[src/hw/rtl/tcphp_pkg.sv]
// Shared types and constants for the TCP header field parser.
// No dependencies; imported by tcphp_opt_walk and tcp_header_field_parser.
`timescale 1ns / 1ps
`default_nettype none

package tcphp_pkg;

  localparam logic [5:0]  HDR_FIXED_BYTES = 6'd20;
  localparam logic [15:0] MSS_NONE        = 16'hFFFF;

  localparam logic [7:0] KIND_END = 8'd0;
  localparam logic [7:0] KIND_NOP = 8'd1;
  localparam logic [7:0] KIND_MSS = 8'd2;

  localparam logic [1:0] ST_HDR_END   = 2'd0;
  localparam logic [1:0] ST_EOL       = 2'd1;
  localparam logic [1:0] ST_UNKNOWN   = 2'd2;
  localparam logic [1:0] ST_MSS_TRUNC = 2'd3;

  typedef enum logic [2:0] {
    MODE_KIND,
    MODE_MSS_LEN,
    MODE_MSS_HI,
    MODE_MSS_LO,
    MODE_STOPPED
  } opt_mode_t;

  typedef struct packed {
    opt_mode_t   mode;
    logic [15:0] mss;
    logic [1:0]  status;
  } walk_t;

endpackage

`default_nettype wire

[src/hw/rtl/tcp_header_field_parser.sv]
// TCP header field parser top level: byte-wide input, one result per header.
// Depends on tcphp_pkg and tcphp_opt_walk.
`timescale 1ns / 1ps
`default_nettype none

// The block takes one segment byte per beat and accepts a beat every cycle
// while the result register is empty or being drained. A beat with
// in_segment_start set is byte 0 of a new segment and drops any partial
// header. Bytes 0-19 fill the fixed header fields; bytes from 20 up to the
// header end (data offset times 4, at least 20) walk the option list for an
// MSS option. One result beat appears the cycle after the last header byte
// is accepted; payload bytes and bytes outside a segment give no result.

module tcp_header_field_parser (
  input  logic        clk,
  input  logic        rst_n,
  input  logic        in_valid,
  output logic        in_ready,
  input  logic [7:0]  in_data_byte,
  input  logic        in_segment_start,
  output logic        out_valid,
  input  logic        out_ready,
  output logic [15:0] out_source_port,
  output logic [15:0] out_destination_port,
  output logic [31:0] out_sequence_number,
  output logic [31:0] out_ack_number,
  output logic [3:0]  out_data_offset,
  output logic [5:0]  out_reserved_bits,
  output logic [5:0]  out_flag_bits,
  output logic [15:0] out_window_size,
  output logic [15:0] out_checksum_field,
  output logic [15:0] out_urgent_pointer,
  output logic [15:0] out_max_segment_size,
  output logic [1:0]  out_option_status
);
  import tcphp_pkg::*;

  logic [5:0]  byte_position_r, byte_position_nxt, pos;
  logic        segment_active_r, segment_active_nxt;
  logic [31:0] port_pair_r, port_pair_nxt, port_base;
  logic [31:0] seq_r, seq_nxt, seq_base;
  logic [31:0] ack_r, ack_nxt, ack_base;
  logic [15:0] off_flags_r, off_flags_nxt, off_flags_base;
  logic [15:0] window_r, window_nxt, window_base;
  logic [15:0] checksum_r, checksum_nxt, checksum_base;
  logic [15:0] urgent_r, urgent_nxt, urgent_base;
  walk_t       walk_r, walk_nxt, walk_base, walk_opt;

  logic        out_valid_r;
  logic [15:0] src_port_r, dst_port_r, window_out_r, checksum_out_r, urgent_out_r, mss_out_r;
  logic [31:0] seq_out_r, ack_out_r;
  logic [3:0]  offset_out_r;
  logic [5:0]  reserved_out_r, flags_out_r;
  logic [1:0]  status_out_r;

  logic       act, fire, emit, in_fixed;
  logic [5:0] hdr_len, hdr_end;

  assign in_ready = !out_valid_r || out_ready;
  assign fire     = in_valid && in_ready;
  assign act      = in_segment_start || segment_active_r;

  always_comb begin
    if (in_segment_start) begin
      pos            = '0;
      port_base      = '0;
      seq_base       = '0;
      ack_base       = '0;
      off_flags_base = '0;
      window_base    = '0;
      checksum_base  = '0;
      urgent_base    = '0;
      walk_base      = '{mode: MODE_KIND, mss: MSS_NONE, status: ST_HDR_END};
    end else begin
      pos            = byte_position_r;
      port_base      = port_pair_r;
      seq_base       = seq_r;
      ack_base       = ack_r;
      off_flags_base = off_flags_r;
      window_base    = window_r;
      checksum_base  = checksum_r;
      urgent_base    = urgent_r;
      walk_base      = walk_r;
    end
  end

  assign in_fixed = pos < HDR_FIXED_BYTES;

  // gather the fixed header big-endian
  always_comb begin
    port_pair_nxt = port_base;
    seq_nxt       = seq_base;
    ack_nxt       = ack_base;
    off_flags_nxt = off_flags_base;
    window_nxt    = window_base;
    checksum_nxt  = checksum_base;
    urgent_nxt    = urgent_base;
    if (in_fixed) begin
      if (pos < 6'd4) begin
        port_pair_nxt = {port_base[23:0], in_data_byte};
      end else if (pos < 6'd8) begin
        seq_nxt = {seq_base[23:0], in_data_byte};
      end else if (pos < 6'd12) begin
        ack_nxt = {ack_base[23:0], in_data_byte};
      end else if (pos < 6'd14) begin
        off_flags_nxt = {off_flags_base[7:0], in_data_byte};
      end else if (pos < 6'd16) begin
        window_nxt = {window_base[7:0], in_data_byte};
      end else if (pos < 6'd18) begin
        checksum_nxt = {checksum_base[7:0], in_data_byte};
      end else begin
        urgent_nxt = {urgent_base[7:0], in_data_byte};
      end
    end
  end

  assign hdr_len = {off_flags_nxt[15:12], 2'b00};
  assign hdr_end = (hdr_len < HDR_FIXED_BYTES) ? HDR_FIXED_BYTES : hdr_len;

  tcphp_opt_walk u_opt_walk (
    .cur       (walk_base),
    .data_byte (in_data_byte),
    .pos       (pos),
    .hdr_end   (hdr_end),
    .nxt       (walk_opt)
  );

  assign walk_nxt           = in_fixed ? walk_base : walk_opt;
  assign emit               = act && (({1'b0, pos} + 7'd1) >= {1'b0, hdr_end});
  assign segment_active_nxt = act && !emit;
  assign byte_position_nxt  = emit ? 6'd0 : (pos + 6'd1);

  always_ff @(posedge clk) begin
    if (!rst_n) begin
      byte_position_r  <= '0;
      segment_active_r <= 1'b0;
      port_pair_r      <= '0;
      seq_r            <= '0;
      ack_r            <= '0;
      off_flags_r      <= '0;
      window_r         <= '0;
      checksum_r       <= '0;
      urgent_r         <= '0;
      walk_r           <= '{mode: MODE_KIND, mss: MSS_NONE, status: ST_HDR_END};
      out_valid_r      <= 1'b0;
    end else begin
      if (fire && act) begin
        byte_position_r  <= byte_position_nxt;
        segment_active_r <= segment_active_nxt;
        port_pair_r      <= port_pair_nxt;
        seq_r            <= seq_nxt;
        ack_r            <= ack_nxt;
        off_flags_r      <= off_flags_nxt;
        window_r         <= window_nxt;
        checksum_r       <= checksum_nxt;
        urgent_r         <= urgent_nxt;
        walk_r           <= walk_nxt;
      end
      if (fire && emit) begin
        out_valid_r <= 1'b1;
      end else if (out_ready) begin
        out_valid_r <= 1'b0;
      end
    end
  end

  always_ff @(posedge clk) begin
    if (fire && emit) begin
      src_port_r     <= port_pair_nxt[31:16];
      dst_port_r     <= port_pair_nxt[15:0];
      seq_out_r      <= seq_nxt;
      ack_out_r      <= ack_nxt;
      offset_out_r   <= off_flags_nxt[15:12];
      reserved_out_r <= {off_flags_nxt[11:8], off_flags_nxt[7:6]};
      flags_out_r    <= off_flags_nxt[5:0];
      window_out_r   <= window_nxt;
      checksum_out_r <= checksum_nxt;
      urgent_out_r   <= urgent_nxt;
      mss_out_r      <= walk_nxt.mss;
      status_out_r   <= walk_nxt.status;
    end
  end

  assign out_valid            = out_valid_r;
  assign out_source_port      = src_port_r;
  assign out_destination_port = dst_port_r;
  assign out_sequence_number  = seq_out_r;
  assign out_ack_number       = ack_out_r;
  assign out_data_offset      = offset_out_r;
  assign out_reserved_bits    = reserved_out_r;
  assign out_flag_bits        = flags_out_r;
  assign out_window_size      = window_out_r;
  assign out_checksum_field   = checksum_out_r;
  assign out_urgent_pointer   = urgent_out_r;
  assign out_max_segment_size = mss_out_r;
  assign out_option_status    = status_out_r;

`ifndef SYNTHESIS
  a_rise_needs_beat: assert property (@(posedge clk) disable iff (!rst_n)
    $rose(out_valid_r) |-> $past(in_valid && in_ready))
    else $error("result appeared without an accepted beat");

  a_idle_pos_zero: assert property (@(posedge clk) disable iff (!rst_n)
    !segment_active_r |-> (byte_position_r == 6'd0))
    else $error("byte position nonzero outside a segment");

  a_pos_in_header: assert property (@(posedge clk) disable iff (!rst_n)
    byte_position_r <= 6'd59)
    else $error("byte position past longest header");

  a_status_on_stop: assert property (@(posedge clk) disable iff (!rst_n)
    (walk_r.mode != MODE_STOPPED) |-> (walk_r.status == ST_HDR_END))
    else $error("walk status set while walk still running");
`endif

endmodule

`default_nettype wire

[src/hw/rtl/tcphp_opt_walk.sv]
// Option walker: next walk state for one option byte of the TCP header.
// Depends on tcphp_pkg.
`timescale 1ns / 1ps
`default_nettype none

module tcphp_opt_walk (
  input  tcphp_pkg::walk_t cur,
  input  logic [7:0]       data_byte,
  input  logic [5:0]       pos,
  input  logic [5:0]       hdr_end,
  output tcphp_pkg::walk_t nxt
);
  import tcphp_pkg::*;

  logic mss_fits;

  assign mss_fits = ({1'b0, pos} + 7'd3) < {1'b0, hdr_end};

  always_comb begin
    nxt = cur;
    case (cur.mode)
      MODE_KIND: begin
        if (data_byte == KIND_END) begin
          nxt.status = ST_EOL;
          nxt.mode   = MODE_STOPPED;
        end else if (data_byte == KIND_NOP) begin
          nxt.mode = MODE_KIND;
        end else if (data_byte == KIND_MSS) begin
          if (mss_fits) begin
            nxt.mode = MODE_MSS_LEN;
          end else begin
            nxt.status = ST_MSS_TRUNC;
            nxt.mode   = MODE_STOPPED;
          end
        end else begin
          nxt.status = ST_UNKNOWN;
          nxt.mode   = MODE_STOPPED;
        end
      end
      MODE_MSS_LEN: begin
        nxt.mode = MODE_MSS_HI;
      end
      MODE_MSS_HI: begin
        nxt.mss  = {data_byte, cur.mss[7:0]};
        nxt.mode = MODE_MSS_LO;
      end
      MODE_MSS_LO: begin
        nxt.mss  = {cur.mss[15:8], data_byte};
        nxt.mode = MODE_KIND;
      end
      default: begin
        nxt.mode = MODE_STOPPED;
      end
    endcase
  end

endmodule

`default_nettype wire

[config.mk]
export PLATFORM = sky130hd
export DESIGN_NAME = tcp_header_field_parser
export DESIGN_NICKNAME = d
export VERILOG_FILES = /design/src/hw/rtl/tcphp_pkg.sv /design/src/hw/rtl/tcp_header_field_parser.sv /design/src/hw/rtl/tcphp_opt_walk.sv
export SDC_FILE = /design/constraint.sdc
export NUM_CORES = 1
export LEC_CHECK = 0
export ABC_AREA = 1
export BUFFER_PORTS_ARGS = -buffer_cell sky130_fd_sc_hd__buf_2
export CORE_MARGIN = 2
export CORE_UTILIZATION = 25
export CTS_BUF_LIST = sky130_fd_sc_hd__clkbuf_8 sky130_fd_sc_hd__clkbuf_16
export CTS_CLUSTER_DIAMETER = 120
export DETAILED_ROUTE_END_ITERATION = 12
export PLACE_DENSITY = 0.38
export SYNTH_ARGS = -nofsm -noshare
export SYNTH_HDL_FRONTEND = slang
export SYNTH_HIERARCHICAL = 1
export SYNTH_SLANG_ARGS = --single-unit
[constraint.sdc]
create_clock -name clk -period 12.55 [get_ports clk]
set_input_delay 2.51 -clock clk [delete_from_list [all_inputs] [get_ports clk]]
set_output_delay 2.51 -clock clk [all_outputs]
set_load 0.005 [all_outputs]
# Yosys cells after proc, flatten, opt, wreduce, memory -nomap -nowiden
# Index checks and enable logic that the tools add are counted.
classes:
  n_addsub: 3
  magnitude_cmp: 10
  n_eq_ne: 5
  mux: 59
  reduce_logical: 12
op_table:
  columns: ["op", "n"]
  rows:
  - ["$mux W16", 29]
  - ["$mux W32", 12]
  - ["$mux W21", 2]
  - ["$pmux W16 S2", 1]
  - ["$lt A6 B5 Y1 const B", 4]
  - ["$lt A6 B4 Y1 const B", 3]
  - ["$mux W6", 3]
  - ["$mux W3", 4]
  - ["$pmux W3 S4", 1]
  - ["$mux W2", 5]
  - ["$eq A8 B1 Y1 const B", 1]
  - ["$eq A8 B2 Y1 const B", 1]
  - ["$logic_not A8 Y1", 1]
  - ["$add A6 B1 Y7 const B", 1]
  - ["$add A6 B2 Y7 const B", 1]
  - ["$ge A7 B6 Y1", 1]
  - ["$lt A7 B6 Y1", 1]
  - ["$add A6 B1 Y6 const B", 1]
  - ["$eq A3 B2 Y1 const B", 2]
  - ["$lt A6 B3 Y1 const B", 1]
  - ["$logic_and A1 B1 Y1", 5]
  - ["$eq A3 B1 Y1 const B", 1]
  - ["$logic_not A3 Y1", 1]
  - ["$logic_not A1 Y1", 2]
  - ["other kinds (3)", 5]
totals:
  register_bits: 367
  inputBits: 13
  out_inout_bits: 180
  word_cells: 114

# Longest topological paths before layout
depth:
  word_depth: 16
  ltp_mapped: 28
  ltp_nobuf: 26

# Cells and area by module
# The synthesis kept the hierarchy.
by_module_without_submodules:
  columns: ["module", "instances", "cells_per_inst", "area_per_inst_um2", "seq_area_each_um2"]
  rows:
  - ["tcp_header_field_parser", 1, 1835, 15885.2, 9128.8]
  - ["tcphp_opt_walk", 1, 118, 665.6, 0.0]

# Worst setup path before layout
# OpenSTA, ideal clock, no wires.
synth_timing:
  kind: "input -> register"
  from: "input in_segment_start"
  to: "register ack_out_r[0] (netlist: out_ack_number[0]), enable pin"
  setup_time_ns: 0.531
  arrival_time_ns: 7.903
  t_required_ns: 12.019
  slack_ns: 4.116
  path_stages: 14
  n_path_buf: 3
  cell_sequence: "buf_4 clkbuf_1 clkbuf_1 nor2_1 ha_1 nand2_1 xor2_1 ha_1 nand2_1 o21ai_0 nand2_1 nand2_1 nand2_1 inv_1"
synth_between:
  elab_chain_len: 12
  elab_cells_between_ends: 19
  cone_classes: "1 x add/sub; 7 x order compare; 8 x mux; 3 x reduce/logical"
synth_rtl:
  columns: ["item", "line", "text"]
  rows:
  - ["start, declared", "tcp_header_field_parser.sv:20", "input logic in_segment_start,"]
  - ["$mux W6 *", "tcp_header_field_parser.sv:64", "if (in_segment_start) begin"]
  - ["net pos[0]", "tcp_header_field_parser.sv:38", "logic [5:0] byte_position_r, byte_position_nxt, pos;"]
  - ["$lt A6 B4 Y1", "tcp_header_field_parser.sv:105", "end else if (pos < 6'd14) begin"]
  - ["$mux W16", "tcp_header_field_parser.sv:105", null]
  - ["$mux W16", "tcp_header_field_parser.sv:103", "end else if (pos < 6'd12) begin"]
  - ["$mux W16", "tcp_header_field_parser.sv:101", "end else if (pos < 6'd8) begin"]
  - ["$mux W16", "tcp_header_field_parser.sv:99", "if (pos < 6'd4) begin"]
  - ["$mux W16", "tcp_header_field_parser.sv:98", "if (in_fixed) begin"]
  - ["$lt A6 B5 Y1", "tcp_header_field_parser.sv:118", "assign hdr_end = (hdr_len < HDR_FIXED_BYTES) ? HDR_FIXED_BYTES : hdr_len;"]
  - ["$mux W6", "tcp_header_field_parser.sv:118", null]
  - ["$ge A7 B6 Y1 *", "tcp_header_field_parser.sv:129", "assign emit = act && (({1'b0, pos} + 7'd1) >= {1'b0, hdr_end});"]
  - ["$logic_and A1 B1 Y1 *", "tcp_header_field_parser.sv:129", null]
  - ["$logic_and A1 B1 Y1 *", "tcp_header_field_parser.sv:168", "if (fire && emit) begin"]
  - ["end signal, assigned", "tcp_header_field_parser.sv:172", "ack_out_r <= ack_nxt;"]
  - ["end, declared", "tcp_header_field_parser.sv:51", "logic [31:0] seq_out_r, ack_out_r;"]
# The timed path passes the listed nets; every way through them passes the cells marked *.
# A chain may end at the register's enable or synchronous reset.

# Worst setup path after layout
layout_timing:
  from: "input in_segment_start"
  to: "register ack_out_r[3] (netlist: out_ack_number[3]), enable pin"
layout_between:
  elab_chain_len: 12
  elab_cells_between_ends: 19
  cone_classes: "1 x add/sub; 7 x order compare; 8 x mux; 3 x reduce/logical"
layout_rtl:
  columns: ["item", "line", "text"]
  rows:
  - ["$mux W6", "tcp_header_field_parser.sv:64", null]
  - ["$lt A6 B4 Y1", "tcp_header_field_parser.sv:105", null]
  - ["$mux W16", "tcp_header_field_parser.sv:105", null]
  - ["$mux W16", "tcp_header_field_parser.sv:103", null]
  - ["$mux W16", "tcp_header_field_parser.sv:101", null]
  - ["$mux W16", "tcp_header_field_parser.sv:99", null]
  - ["$mux W16 *", "tcp_header_field_parser.sv:98", null]
  - ["$lt A6 B5 Y1", "tcp_header_field_parser.sv:118", null]
  - ["$mux W6 *", "tcp_header_field_parser.sv:118", null]
  - ["net hdr_end[2]", "tcp_header_field_parser.sv:57", "logic [5:0] hdr_len, hdr_end;"]
  - ["$ge A7 B6 Y1 *", "tcp_header_field_parser.sv:129", null]
  - ["$logic_and A1 B1 Y1 *", "tcp_header_field_parser.sv:129", null]
  - ["$logic_and A1 B1 Y1 *", "tcp_header_field_parser.sv:168", null]
# Marks and branches as above.

==> metrics.md <==
| Metric | Value |
|---|---|
| Status | `finished clean` |
| Post-route DRC | `0` |
| Row Count | `94` |
| RSZ-0062 raised after global routing | `no` |
| Final period util | `64.71%` |
| Routability cong. | `0.8085` |
| Sequential-to-total area share from yosys stat | `55.16%` |
| Synth Register Bits | `367` |
| Switching share of power | `26.35%` |
| Core Area | `65630 sq um` |
| Setup crit start kind | `primary input` |
| Top delay family on crit path | `buffers and inverters` |
| Dpl hpwl | `31.02 mm` |
| Hold_sp | `walk_r[20]` |
| Routed wire length | `49.99 mm` |
| Yosys warnings | `6` |
| Setup violators final | `0` |
| Clk buf depth | `3` |
| PnR Total Power | `2.869 mW` |
| Post-CTS setup repair buffer count | `0` |
| Die H | `261.3 um` |
| IR drop worst, VDD | `0.08082 mV` |
| Area grow syn2layout | `18.09%` |
| Worst r2r path cells | `17` |
| Pin count of the biggest net entering global routing | `115` |
| Syn Inst Count | `1953` |
| Critical R2R Launch | `byte_position_r[3]` |
| Final hold violation count | `0` |
| Worst Hold Class | `reg2reg` |
| Resize count post-CTS | `0` |
| Synth Area per Inst | `8.475 sq um` |
| Critical path required time | `12.73 ns` |
| Clk pwr share | `42.9%` |
| PortBufs | `192` |
| Starting Density | `25.22%` |
| Die extent in x | `261.3 um` |
| # clock sinks | `367` |
| Drt initial violations | `778` |
| Dpl ws | `3.742 ns` |
| Post-detailed-route count of antenna-violating nets | `0` |
| Slowest cell on crit path | `buf_4` |
| Initial antenna violation count | `2` |
| Via count | `12.93k` |
| Worst-path cell chain | `buf_4, inv_4, buf_4, nand2_2, nor2_1, inv_1, nand2_2, a21oi_1, nand2_1, nand2_1, nand2_1, nand2_1, ha_1, a21boi_0, o21ai_0, nand2_1, nand2_1, nand2_1, inv_8, buf_4` |
| Root Driver | `clkbuf_16` |
| Max-cap violation count | `0` |
| Critical path class | `in2reg` |
| GR Overflow Total | `0` |
| Final Max Tran Viols | `0` |
| Clk Latency, worst-skew pair | `0.58 ns` |
| Layout cells sized above 1 | `15.47%` |
| First-pass GRT wire length | `75.16 mm` |
| Total GRT Usage | `14.48%` |
| Synth Cell Area | `16550 sq um` |
| Sw Pwr | `0.7560 mW` |
| Logic pwr share | `10.2%` |
| Fmax | `123.1 MHz` |
| FF-to-FF setup slack | `7.72 ns` |
| Router iterations before antenna repair | `7` |
| Post-route setup TNS | `0 ns` |
| Worst Setup SP | `in_segment_start` |
| Hold Slack | `0.4966 ns` |
| Clk slew on worst S/H paths | `0.05 ns` |
| Internal Power | `2.113 mW` |
| Commonest non-fill, non-tap cell in the layout | `inv_1` |
| Clk_skew | `0.01958 ns` |
| Final worst slack | `4.429 ns` |
| Wire length per cell | `16.75 um` |
| Number of global-route vias before repair | `12.23k` |
| Hold path depth | `2` |
| Die area | `68280 sq um` |
| Most frequent cells in the layout | `inv_1, nand2_1, o21ai_0, buf_2, dfxtp_1` |
| # hold bufs at CTS | `0` |
| Worst EP arrival | `8.30 ns` |
| Power per cell area | `146.8 nW/um^2` |
| Crit path buffers/inverters | `6` |
| NumNets Final | `2110` |
| Number of distinct library cells after synthesis | `42` |
| Seq pwr share | `46.8%` |
| Crit-path max cell delay | `0.82 ns` |
| Reg-to-reg critical path endpoint | `out_ack_number[3]` |
| Min Clock Period, post-route | `8.121 ns` |
| Ant diodes | `0` |
| Critical Path Most Common Cell | `nand2_1` |
| Total CTS buffers | `45` |
| CP max FO | `114` |
| Via density | `4.334` |
| Critical Path Sink Type | `register` |
| P_leak | `8.934 nW` |
| Worst Tran Pin Value | `1.094 ns` |
| Hold EP | `walk_r[20]` |
| Slew HR | `27.04%` |
| Htree depth | `2` |
| I/O pin count | `193` |
| CTS tree | `built` |
## area by class of cell
| cell class | instances | area, sq um |
|---|---|---|
| fillers | 7009 | 46080 |
| flip-flops and latches | 367 | 9129 |
| multi-input cells | 1080 | 5424 |
| inverters | 388 | 1479 |
| clock buffers | 49 | 1204 |
| well taps | 864 | 1081 |
| repair buffers | 203 | 1046 |
| clock inverters | 33 | 182.7 |
## Yosys cell counts, drive strengths merged
cell,n,area [sq um]
inv,388,1461
nand2,293,1112
o21ai,285,1483
dfxtp,189,3784
edfxtp,178,5345
nor2,146,614.3
a21oi,143,730.7
nand3,76,400.4
clkbuf,71,266.5
buf,48,281.5
o21bai,39,292.8
o211ai,19,142.6
a31oi,16,100.1
nor3,15,125.1
ha,12,150.1
o22ai,11,68.82
xor2,7,61.31
o31ai,5,37.54
mux2,2,22.52
nand3b,2,15.01
nand4,2,12.51
o2111ai,2,17.52
a21boi,1,7.510
and3,1,6.260
conb,1,3.750
xnor2,1,8.760
## how the worst max path moves through the flow
| stage | depth (start not counted) | slack, ns | endpoint |
|---|---|---|---|
| after global placement | 20 | 3.87 | out_sequence_number[26] |
| after CTS | 20 | 4.34 | out_ack_number[14] |
| after floorplan | 14 | 4.12 | out_ack_number[0] |
| final | 20 | 4.43 | out_ack_number[3] |
| after global routing | 20 | 3.65 | out_ack_number[3] |
| after detailed placement | 20 | 3.74 | out_sequence_number[26] |
## metal layers
layer / global-route usage, % / part of all wire [%] / routed length, um / vias up
met5: 0 / 0 / 0 / -
met4: 3.567 / 2.0 / 990 / 0
met3: 2.565 / 4.7 / 2367 / 60
met2: 23.80 / 47 / 23290 / 266
met1: 19.70 / 47 / 23350 / 6007
li1: - / - / - / 6600
## power groups by stage
| stage | Combinational, mW | Clock, mW | Sequential, mW |
|---|---|---|---|
| after floorplan | 0.210 | 0 | 1.37 |
| after global placement | 0.294 | 0 | 1.37 |
| after detailed placement | 0.298 | 0 | 1.37 |
| after CTS | 0.299 | 1.29 | 1.34 |
| after global routing | 0.339 | 1.33 | 1.35 |
| final | 0.293 | 1.23 | 1.34 |
## logic make-up (layout without fill, tap and decap cells)
| kind of cell | count (synthesis) | count (layout) | synth area share [%] |
|---|---|---|---|
| compound gates | 521 | 521 | 17.40 |
| xor+xnor | 8 | 8 | 0.4234 |
| fa+ha+maj | 12 | 12 | 0.9071 |
| buf+inv | 507 | 673 | 12.14 |
| flops | 367 | 367 | 55.16 |
| mux | 2 | 2 | 0.1361 |
| other cells | 1 | 2 | 0.02266 |
| simple gates | 535 | 535 | 13.81 |
## sequential cells by signal (all words and copies together) (netlist names), 21 cells and up
name	count
seq_r	32
port_pair_r	32
walk_r	21
out_ack_number	32
ack_r	32
out_sequence_number	32
## per-stage QoR
step,utilization [%],std cells,instance area [sq um]
2_1_floorplan,-,1954,16550
3_3_place_gp,27.67,2902,18160
3_5_place_dp,27.67,2902,18160
4_1_cts,29.78,2984,19550
5_1_grt,29.78,2984,19550
6_report,29.78,2984,19550
## worst min-delay path, stage by stage, from the launching register on
cell and delay (ns):
dfxtp_1 0.32, o211ai_1 0.09, inv_1 0.05
(Power assumes the default switching activity.)
